**config.mk**
```make
export PLATFORM = sky130hd
export DESIGN_NAME = size_capped_lru_cache
export DESIGN_NICKNAME = d
export VERILOG_FILES = /design/src/rtl/sclc_pkg.sv /design/src/rtl/size_capped_lru_cache.sv
export SDC_FILE = /design/constraint.sdc
export NUM_CORES = 2
export LEC_CHECK = 0
export BUFFER_PORTS_ARGS = -buffer_cell sky130_fd_sc_hd__clkbuf_2
export CAP_MARGIN = 20
export CORE_ASPECT_RATIO = 0.9
export CORE_MARGIN = 2
export CORE_UTILIZATION = 40
export DETAILED_ROUTE_END_ITERATION = 10
export SLEW_MARGIN = 30
export SYNTH_ARGS = -nofsm -noshare
export SYNTH_HDL_FRONTEND = slang
export SYNTH_SLANG_ARGS = --single-unit
```
**constraint.sdc**
```tcl
create_clock -name clk -period 10 [get_ports clk]
set_input_delay 1 -clock clk [delete_from_list [all_inputs] [get_ports clk]]
set_output_delay 1 -clock clk [all_outputs]
set_load 0.05 [all_outputs]
```
**src/rtl/sclc_pkg.sv**
```systemverilog
// Package for the size-capped LRU cache: word types, field widths, result kinds.
// No dependencies; used by rtl/size_capped_lru_cache.sv.
package sclc_pkg;

    localparam int ENTRIES_DEF = 16;
    localparam int KEY_W       = 32;
    localparam int LEN_W       = 40;
    localparam int TOT_W       = 41;

    typedef enum logic [1:0] {
        KIND_HIT    = 2'd0,
        KIND_INSERT = 2'd1,
        KIND_REJECT = 2'd2,
        KIND_EVICT  = 2'd3
    } kind_t;

    typedef struct packed {
        logic [KEY_W-1:0] entry_key;
        logic [LEN_W-1:0] entry_length;
    } in_word_t;

    typedef struct packed {
        kind_t            result_kind;
        logic [KEY_W-1:0] result_key;
        logic [LEN_W-1:0] result_length;
        logic [TOT_W-1:0] bytes_held;
        logic             last_result;
    } out_word_t;

    typedef struct packed {
        logic [KEY_W-1:0] key;
        logic [LEN_W-1:0] length;
    } slot_t;

endpackage

```
**src/rtl/size_capped_lru_cache.sv**
```systemverilog
// Size-capped LRU cache: slot memory, recency rank cells and the scan sequencer.
// Depends on rtl/sclc_pkg.sv.
//
//  channel  | signals                          | direction | word
//  ---------+----------------------------------+-----------+-----------------------
//  input    | in_valid, in_ready, in_data      | in        | key, byte length
//  output   | out_valid, out_ready, out_data   | out       | kind, key, length, total
//  config   | cfg_write_en, cfg_write_data     | in        | byte capacity
//
// One word at a time. Lookup walks the slot memory one slot a cycle, then a decide step
// and a status step. An insert adds an insert step and a loop check. Each eviction adds
// a rank walk, the evict step and a loop check; the one that frees a slot goes to insert.
// Reset clears valid bits, ranks, the byte total and capacity at once.
// A stalled output holds the sequencer at its next result; input is taken only when idle.
module size_capped_lru_cache #(
    parameter int ENTRIES = sclc_pkg::ENTRIES_DEF
) (
    input  logic                        clk,
    input  logic                        rst_n,
    input  logic                        in_valid,
    output logic                        in_ready,
    input  sclc_pkg::in_word_t          in_data,
    output logic                        out_valid,
    input  logic                        out_ready,
    output sclc_pkg::out_word_t         out_data,
    input  logic                        cfg_write_en,
    input  logic [sclc_pkg::LEN_W-1:0]  cfg_write_data
);
    import sclc_pkg::*;

    localparam int IW = $clog2(ENTRIES);
    localparam int CW = $clog2(ENTRIES + 1);

    typedef enum logic [7:0] {
        S_IDLE   = 8'b0000_0001,
        S_SCAN   = 8'b0000_0010,
        S_DECIDE = 8'b0000_0100,
        S_VSCAN  = 8'b0000_1000,
        S_EVICT  = 8'b0001_0000,
        S_INSERT = 8'b0010_0000,
        S_LOOP   = 8'b0100_0000,
        S_STATUS = 8'b1000_0000
    } state_t;

    state_t             state_reg, state_next;
    logic [LEN_W-1:0]   cap_reg, cap_next;
    logic [TOT_W-1:0]   total_reg, total_next;
    logic [ENTRIES-1:0] valid_reg, valid_next;
    logic [IW-1:0]      rank_reg [ENTRIES];
    logic [IW-1:0]      rank_next [ENTRIES];
    logic [KEY_W-1:0]   key_reg, key_next;
    logic [LEN_W-1:0]   len_reg, len_next;
    logic [IW:0]        scan_cnt_reg, scan_cnt_next;
    logic               cmp_vld_reg, cmp_vld_next;
    logic [IW-1:0]      cmp_idx_reg, cmp_idx_next;
    logic               hit_reg, hit_next;
    logic [IW-1:0]      hit_idx_reg, hit_idx_next;
    logic [LEN_W-1:0]   hit_len_reg, hit_len_next;
    logic               free_found_reg, free_found_next;
    logic [IW-1:0]      free_idx_reg, free_idx_next;
    logic [CW-1:0]      count_reg, count_next;
    logic [IW-1:0]      target_reg, target_next;
    logic               pre_insert_reg, pre_insert_next;
    kind_t              stat_kind_reg, stat_kind_next;
    logic               out_valid_reg, out_valid_next;
    out_word_t          out_data_reg, out_data_next;

    slot_t              slot_mem [ENTRIES];
    slot_t              rd_data_reg;
    logic               mem_we;
    logic [IW-1:0]      scan_idx;
    logic               out_free;
    logic [IW-1:0]      hit_rank;

    assign scan_idx  = scan_cnt_reg[IW-1:0];
    assign out_free  = !out_valid_reg || out_ready;
    assign hit_rank  = rank_reg[hit_idx_reg];
    assign in_ready  = (state_reg == S_IDLE);
    assign out_valid = out_valid_reg;
    assign out_data  = out_data_reg;

    always_ff @(posedge clk)
    begin
        if (mem_we)
        begin
            slot_mem[free_idx_reg] <= '{key: key_reg, length: len_reg};
        end
        rd_data_reg <= slot_mem[scan_idx];
    end

    always_comb
    begin
        state_next      = state_reg;
        cap_next        = cap_reg;
        total_next      = total_reg;
        valid_next      = valid_reg;
        rank_next       = rank_reg;
        key_next        = key_reg;
        len_next        = len_reg;
        scan_cnt_next   = scan_cnt_reg;
        cmp_vld_next    = 1'b0;
        cmp_idx_next    = scan_idx;
        hit_next        = hit_reg;
        hit_idx_next    = hit_idx_reg;
        hit_len_next    = hit_len_reg;
        free_found_next = free_found_reg;
        free_idx_next   = free_idx_reg;
        count_next      = count_reg;
        target_next     = target_reg;
        pre_insert_next = pre_insert_reg;
        stat_kind_next  = stat_kind_reg;
        out_valid_next  = out_valid_reg && !out_ready;
        out_data_next   = out_data_reg;
        mem_we          = 1'b0;

        if (cfg_write_en)
        begin
            cap_next = cfg_write_data;
        end

        // lookup compare, one slot behind the read address
        if (cmp_vld_reg)
        begin
            if (valid_reg[cmp_idx_reg])
            begin
                count_next = CW'(count_reg + 1'b1);
                if (rd_data_reg.key == key_reg)
                begin
                    hit_next     = 1'b1;
                    hit_idx_next = cmp_idx_reg;
                    hit_len_next = rd_data_reg.length;
                end
            end
            else if (!free_found_reg)
            begin
                free_found_next = 1'b1;
                free_idx_next   = cmp_idx_reg;
            end
        end

        unique case (state_reg)
            S_IDLE:
            begin
                if (in_valid)
                begin
                    key_next        = in_data.entry_key;
                    len_next        = in_data.entry_length;
                    hit_next        = 1'b0;
                    free_found_next = 1'b0;
                    count_next      = '0;
                    scan_cnt_next   = '0;
                    pre_insert_next = 1'b0;
                    state_next      = S_SCAN;
                end
            end
            S_SCAN:
            begin
                if (scan_cnt_reg < (IW+1)'(ENTRIES))
                begin
                    cmp_vld_next  = 1'b1;
                    scan_cnt_next = (IW+1)'(scan_cnt_reg + 1'b1);
                end
                else
                begin
                    state_next = S_DECIDE;
                end
            end
            S_DECIDE:
            begin
                priority if (hit_reg)
                begin
                    for (int i = 0; i < ENTRIES; i++)
                    begin
                        if (valid_reg[i] && (rank_reg[i] < hit_rank))
                        begin
                            rank_next[i] = IW'(rank_reg[i] + 1'b1);
                        end
                    end
                    rank_next[hit_idx_reg] = '0;
                    stat_kind_next = KIND_HIT;
                    state_next     = S_STATUS;
                end
                else if (len_reg > cap_reg)
                begin
                    stat_kind_next = KIND_REJECT;
                    state_next     = S_STATUS;
                end
                else if (count_reg == CW'(ENTRIES))
                begin
                    pre_insert_next = 1'b1;
                    target_next     = IW'(ENTRIES - 1);
                    scan_cnt_next   = '0;
                    state_next      = S_VSCAN;
                end
                else
                begin
                    state_next = S_INSERT;
                end
            end
            S_VSCAN:
            begin
                if (valid_reg[scan_idx] && (rank_reg[scan_idx] == target_reg))
                begin
                    state_next = S_EVICT;
                end
                else if (scan_idx == IW'(ENTRIES - 1))
                begin
                    state_next = S_STATUS;
                end
                else
                begin
                    scan_cnt_next = (IW+1)'(scan_cnt_reg + 1'b1);
                end
            end
            S_EVICT:
            begin
                if (out_free)
                begin
                    total_next                  = TOT_W'(total_reg - TOT_W'(rd_data_reg.length));
                    out_valid_next              = 1'b1;
                    out_data_next.result_kind   = KIND_EVICT;
                    out_data_next.result_key    = rd_data_reg.key;
                    out_data_next.result_length = rd_data_reg.length;
                    out_data_next.bytes_held    = total_next;
                    out_data_next.last_result   = 1'b0;
                    valid_next[scan_idx]        = 1'b0;
                    count_next                  = CW'(count_reg - 1'b1);
                    if (pre_insert_reg)
                    begin
                        pre_insert_next = 1'b0;
                        free_idx_next   = scan_idx;
                        state_next      = S_INSERT;
                    end
                    else
                    begin
                        state_next = S_LOOP;
                    end
                end
            end
            S_INSERT:
            begin
                mem_we = 1'b1;
                for (int i = 0; i < ENTRIES; i++)
                begin
                    if (valid_reg[i])
                    begin
                        rank_next[i] = IW'(rank_reg[i] + 1'b1);
                    end
                end
                rank_next[free_idx_reg]  = '0;
                valid_next[free_idx_reg] = 1'b1;
                total_next               = TOT_W'(total_reg + TOT_W'(len_reg));
                count_next               = CW'(count_reg + 1'b1);
                stat_kind_next           = KIND_INSERT;
                state_next               = S_LOOP;
            end
            S_LOOP:
            begin
                if (total_reg > TOT_W'(cap_reg))
                begin
                    target_next   = IW'(count_reg - 1'b1);
                    scan_cnt_next = '0;
                    state_next    = S_VSCAN;
                end
                else
                begin
                    state_next = S_STATUS;
                end
            end
            S_STATUS:
            begin
                if (out_free)
                begin
                    out_valid_next              = 1'b1;
                    out_data_next.result_kind   = stat_kind_reg;
                    out_data_next.result_key    = key_reg;
                    out_data_next.result_length = (stat_kind_reg == KIND_HIT) ? hit_len_reg
                                                                              : len_reg;
                    out_data_next.bytes_held    = total_reg;
                    out_data_next.last_result   = 1'b1;
                    state_next                  = S_IDLE;
                end
            end
            default:
            begin
                state_next = S_IDLE;
            end
        endcase
    end

    always_ff @(posedge clk or negedge rst_n)
    begin
        if (!rst_n)
        begin
            state_reg      <= S_IDLE;
            cap_reg        <= '0;
            total_reg      <= '0;
            valid_reg      <= '0;
            for (int i = 0; i < ENTRIES; i++)
            begin
                rank_reg[i] <= '0;
            end
            scan_cnt_reg   <= '0;
            cmp_vld_reg    <= 1'b0;
            hit_reg        <= 1'b0;
            free_found_reg <= 1'b0;
            count_reg      <= '0;
            pre_insert_reg <= 1'b0;
            stat_kind_reg  <= KIND_HIT;
            out_valid_reg  <= 1'b0;
        end
        else
        begin
            state_reg      <= state_next;
            cap_reg        <= cap_next;
            total_reg      <= total_next;
            valid_reg      <= valid_next;
            rank_reg       <= rank_next;
            scan_cnt_reg   <= scan_cnt_next;
            cmp_vld_reg    <= cmp_vld_next;
            hit_reg        <= hit_next;
            free_found_reg <= free_found_next;
            count_reg      <= count_next;
            pre_insert_reg <= pre_insert_next;
            stat_kind_reg  <= stat_kind_next;
            out_valid_reg  <= out_valid_next;
        end
    end

    always_ff @(posedge clk)
    begin
        key_reg      <= key_next;
        len_reg      <= len_next;
        cmp_idx_reg  <= cmp_idx_next;
        hit_idx_reg  <= hit_idx_next;
        hit_len_reg  <= hit_len_next;
        free_idx_reg <= free_idx_next;
        target_reg   <= target_next;
        out_data_reg <= out_data_next;
    end

endmodule

```
Yosys cells after proc, flatten, opt, wreduce, memory -nomap -nowiden
Memories as Yosys holds them, arrays and structs flattened. A register that Yosys moved wholly into a read port is not among the register bits.
Index checks and enable logic that the tools add are counted.
{ "classes": {"add_sub_neg": 21, "n_lt_le_gt_ge": 29, "n_eq_ne": 26, "muxes": 170, "n_bitwise": 10, "reduce_logical": 43} }
{ "ops": {"columns": ["cell", "count"], "rows": [
  ["2-to-1 mux 4 bit", 96],
  ["2-to-1 mux 116 bit", 2],
  ["case mux 116 bit (2 select lines)", 1],
  ["AND 64 bit", 2],
  ["NOT 64 bit", 2],
  ["case mux 64 bit (2 select lines)", 1],
  ["case mux 41 bit (2 select lines)", 1],
  ["2-to-1 mux 8 bit", 9],
  ["adder 4 x 1 -> 4 bit (second input constant)", 16],
  ["less-than comparator 4 bit", 16],
  ["2-to-1 mux 64 bit", 1],
  ["case mux 8 bit (8 select lines)", 1],
  ["2-to-1 mux 5 bit", 12],
  ["adder 41 x 40 -> 41 bit", 1],
  ["> comparator 41 x 40 -> 1 bit", 1],
  ["2-to-1 mux 41 bit", 1],
  ["subtractor 41 x 40 -> 41 bit", 1],
  ["> comparator 40 bit", 1],
  ["2-to-1 mux 40 bit", 1],
  ["binary-select mux 4 bit (select 4 bit)", 2],
  ["demux 4 bit (select 4 bit)", 2],
  ["equality test 32 bit", 1],
  ["case mux 16 bit (2 select lines)", 1],
  ["2-to-1 mux 1 bit", 25],
  ["other kinds (48)", 102]
]} }
{ "totals": {"register_bits": 430, "mem_bits_rw": 1152, "input_bits": 117, "output_inout_bits": 118, "word_cells": 340, "mem_count": 1} }
{ "memory_table": {"columns": ["memory", "depth", "word_bits", "read_ports", "rd_ports_with_merged_regs", "wr", "line", "source"], "rows": [
  ["slot_mem", 16, 72, 1, 1, 1, "size_capped_lru_cache.sv:68", "slot_t slot_mem [ENTRIES];"]
]} }

Depth between registers and ports, before layout
{ "logic_depth": {"word_depth": 12, "mapped_depth": 13, "ltp_nobuf": 13} }

Worst setup path before layout
OpenSTA, ideal clock, no wires.
{ "synth_path": {"kind": "flip-flop to flip-flop", "start": "register state_reg[2]", "end": "memory slot_mem[12][0] (netlist bit) (enable)", "arrival_ps": 6266, "slack_ps": 3141, "stages_incl_launch_ff": 8, "path_buffers": 2, "synth_period_minus_slack_ps": 6859, "path_cell_list": "dfrtp_1 -> nor2_1 -> nand2_1 -> nor3_1 -> nand3b_1 -> clkbuf_1 -> clkbuf_8 -> nor3_1"} }
{ "synth_between": {"elab_chain_cells": 4} }
{ "synth_rtl": {"columns": ["item", "line", "source"], "rows": [
  ["start, declared", "size_capped_lru_cache.sv:45", "state_t state_reg, state_next;"],
  ["start signal, assigned", "size_capped_lru_cache.sv:314", "state_reg <= state_next;"],
  ["equality test 8 x 6 -> 1 bit", "size_capped_lru_cache.sv:141", "unique case (state_reg)"],
  ["2-to-1 mux 1 bit", "size_capped_lru_cache.sv:141", null],
  ["2-to-1 mux 1 bit", "size_capped_lru_cache.sv:84", "if (mem_we)"],
  ["2-to-1 mux 1 bit (not written as such)", "size_capped_lru_cache.sv:86", "slot_mem[free_idx_reg] <= '{key: key_reg, length: len_reg};"],
  ["end, declared", "size_capped_lru_cache.sv:68", null]
]} }
No other way between the ends.

Worst setup path after layout
{ "layout_path": {"start": "register state_reg[3]", "end": "memory slot_mem[8][71] (netlist bit) (enable)"} }
Same word-level chain as after synthesis.

==> results.cfg <==
[power]
p_per_area_nw_per_um2 = 213.8
ir_drop_mv = 0.2202
p_leak_nw = 28.36

[worst_setup_path]
path_class = reg2reg
required_ps = 10420
endpoint_kind = register
cp.arrival_ps = 5140
crit_fanout = 52
start_kind = register

[clock_tree]
cts_setup_buffers = 0
clkSinkCount = 1654
cts_htree_levels = 4
clkSlewWorstSetupHoldPaths_ps = 60
cts_tree = yes
cts_hold_buf = 0
cts-root-buf = clkbuf_16
worstSkewPairLatency_ps = 810
cts_buffers = 167
cts_resized = 0
clock_path_buffers = 3

[sta]
fmax_mhz = 211.9
worst_slack_ps = 5282
hold_viol = 0
setup_viol = 0
clock_skew_ps = 33.93
tightest_slew_ps = 1011
relSlewSlack_pct = 32.61
fin_crit_sh_pct = 47.18
setup_tns_ps = 0
whs_ps = 273.0
drv_slew = 0
final.min_clock_period_ps = 4718
rsz0062_at_grt = false

[grt]
grt_max_degree = 106
grt_util_met3_pct = 3.840
met2_usage_pct = 35.08
antenna_found_initial = 8
first_global_vias = 41230
grt-ovfl-total = 0
grt_usage_pct = 21.71
busiest_layer = met2
grt_use_met1_pct = 30.51
grt_pass1_wl_um = 289500

[logic_synthesis]
ys_seq_elements = 1654
synthArstFlopShare_pct = 11.25
yosys_most_used_dff = edfxtp_1
ys_warn_count = 0
synth_most_common_cell = edfxtp_1
syn_avg_cell_area_sq_um = 16.19
synthTopCellsByArea = edfxtp_1, mux4_2, dfrtp_1
netlist_area_sq_um = 71810
synthTopCellsByCount = edfxtp_1, nand2_1, mux4_2, o21ai_0, ha_1
synth-edff-count = 1388
yosysSeqAreaShare_pct = 66.76
synth_top_area_share_pct = 58.05
postSynthCellCount = 4434
synth_nets = 4784
ys_types = 94
synth_top_cell_by_area = edfxtp_1

[worst_hold_path]
hold_class = in2async

[place]
pre_cts_slack_ps = 5264
gp_congestion = 0.8852
port-buffer-count = 234
hpwl_um = 124000

[floorplan]
fp.dieArea_sq_um = 182900
ios = 235
initial_core_util_pct = 40.25
die_width_um = 450.6
rows = 147
core-area_sq_um = 178400
die_y_um = 405.9

[layout]
drive_gt1_share_pct = 21.25
area_delta_synth_final_pct = 13.45
nets = 5072
largest_register_ffs = 1152
n_fill_cell = 15430

[detailed_routing]
viasPerCell = 5.754
drc = 0
dr.pass1.iters = 6
final_antenna_net_count = 0
drt_iter0_drc = 4296
vias = 41730
routedWlPerCell_um = 27.59
wirelength_um = 200100

[run]
cap_violations = 0

[status]
status = finished, final reports clean
-- layout by cell type, fill, tap and decap left out, drive strengths merged, types with 80 or more instances in the layout --
cell type,count
edfxtp,1388
clkbuf,469
nand2,426
mux4,405
o21ai,263
ha,231
a21oi,193
dfrtp,185
inv,145
nor2,143
dfxtp,80
-- worst max-delay path, cell delays in order (launching register included) --
cell and delay (ps):
dfrtp_1 390, nor2_1 260, nand2_1 120, nor3_1 210, nand3b_1 580, buf_4 550, or2_2 490, nor2_4 390
buf_4 470, buf_4 770
-- layer usage --
layer / vias up / routed length (um)
met3: 260 / 13770
met2: 1520 / 95720
li1: 18100 / -
met4: 2 / 4656
met1: 21840 / 85940
met5: - / 17
-- stage by stage --
stage	cell area, sq um	total power (W)	utilization (%)	instances
after floorplan	71810	0.01035	-	4434
after global placement	75890	0.01133	42.53	6931
after detailed placement	75940	0.01137	42.57	6933
after CTS	81350	0.01754	45.60	7245
after global routing	81460	0.01807	45.66	7249
final	81460	0.01741	45.66	7252
-- final timing paths --
kind | startpoint | to | slack (ps) | depth (start not counted)
setup / recovery | state_reg[3]$_DFFE_PN0P_ | slot_mem[8][71]$_DFFE_PP_ | 5280 | 9
hold / removal | rst_n | rank_reg[1]$_DFFE_PN0P_ | 270 | 1
max in group asynchronous | rst_n | scan_cnt_reg[0]$_DFFE_PN0P_ | 8190 | 2
hold reg to reg | rd_data_reg[25]$_DFF_P_ | hit_len_reg[25]$_DFFE_PP_ | 470 | 0
min in group clk | in_data[65] | key_reg[25]$_DFFE_PP_ | 360 | 1
setup reg to reg | state_reg[3]$_DFFE_PN0P_ | slot_mem[8][71]$_DFFE_PP_ | 5280 | 9
-- cells by family after synthesis --
family / synth area share, %
xor+xnor: 1.403
flops: 66.76
simple gates: 5.423
buf+inv: 1.889
compound gates: 6.827
fa+ha+maj: 4.081
mux: 13.62
-- cell type report --
| cell class | instances | area (sq um) | area share (%) |
|---|---|---|---|
| flip-flops and latches | 1654 | 47950 | 58.86 |
| repair buffers | 310 | 1904 | 2.338 |
| clock buffers | 236 | 4591 | 5.635 |
| multi-input cells | 2445 | 22670 | 27.83 |
| inverters | 144 | 545.5 | 0.6696 |
| clock inverters | 76 | 813.3 | 0.9983 |
| diodes | 3 | 7.507 | 0.009215 |
| well taps | 2384 | 2983 | 3.662 |
-- power by group --
| group | internal [W] | switching, W |
|---|---|---|
| registers | 0.00789 | 0.000400 |
| logic | 0.00132 | 0.00162 |
| clock network | 0.00351 | 0.00268 |
| total | 0.0127 | 0.00470 |
Power figures use the tool's default switching activity.
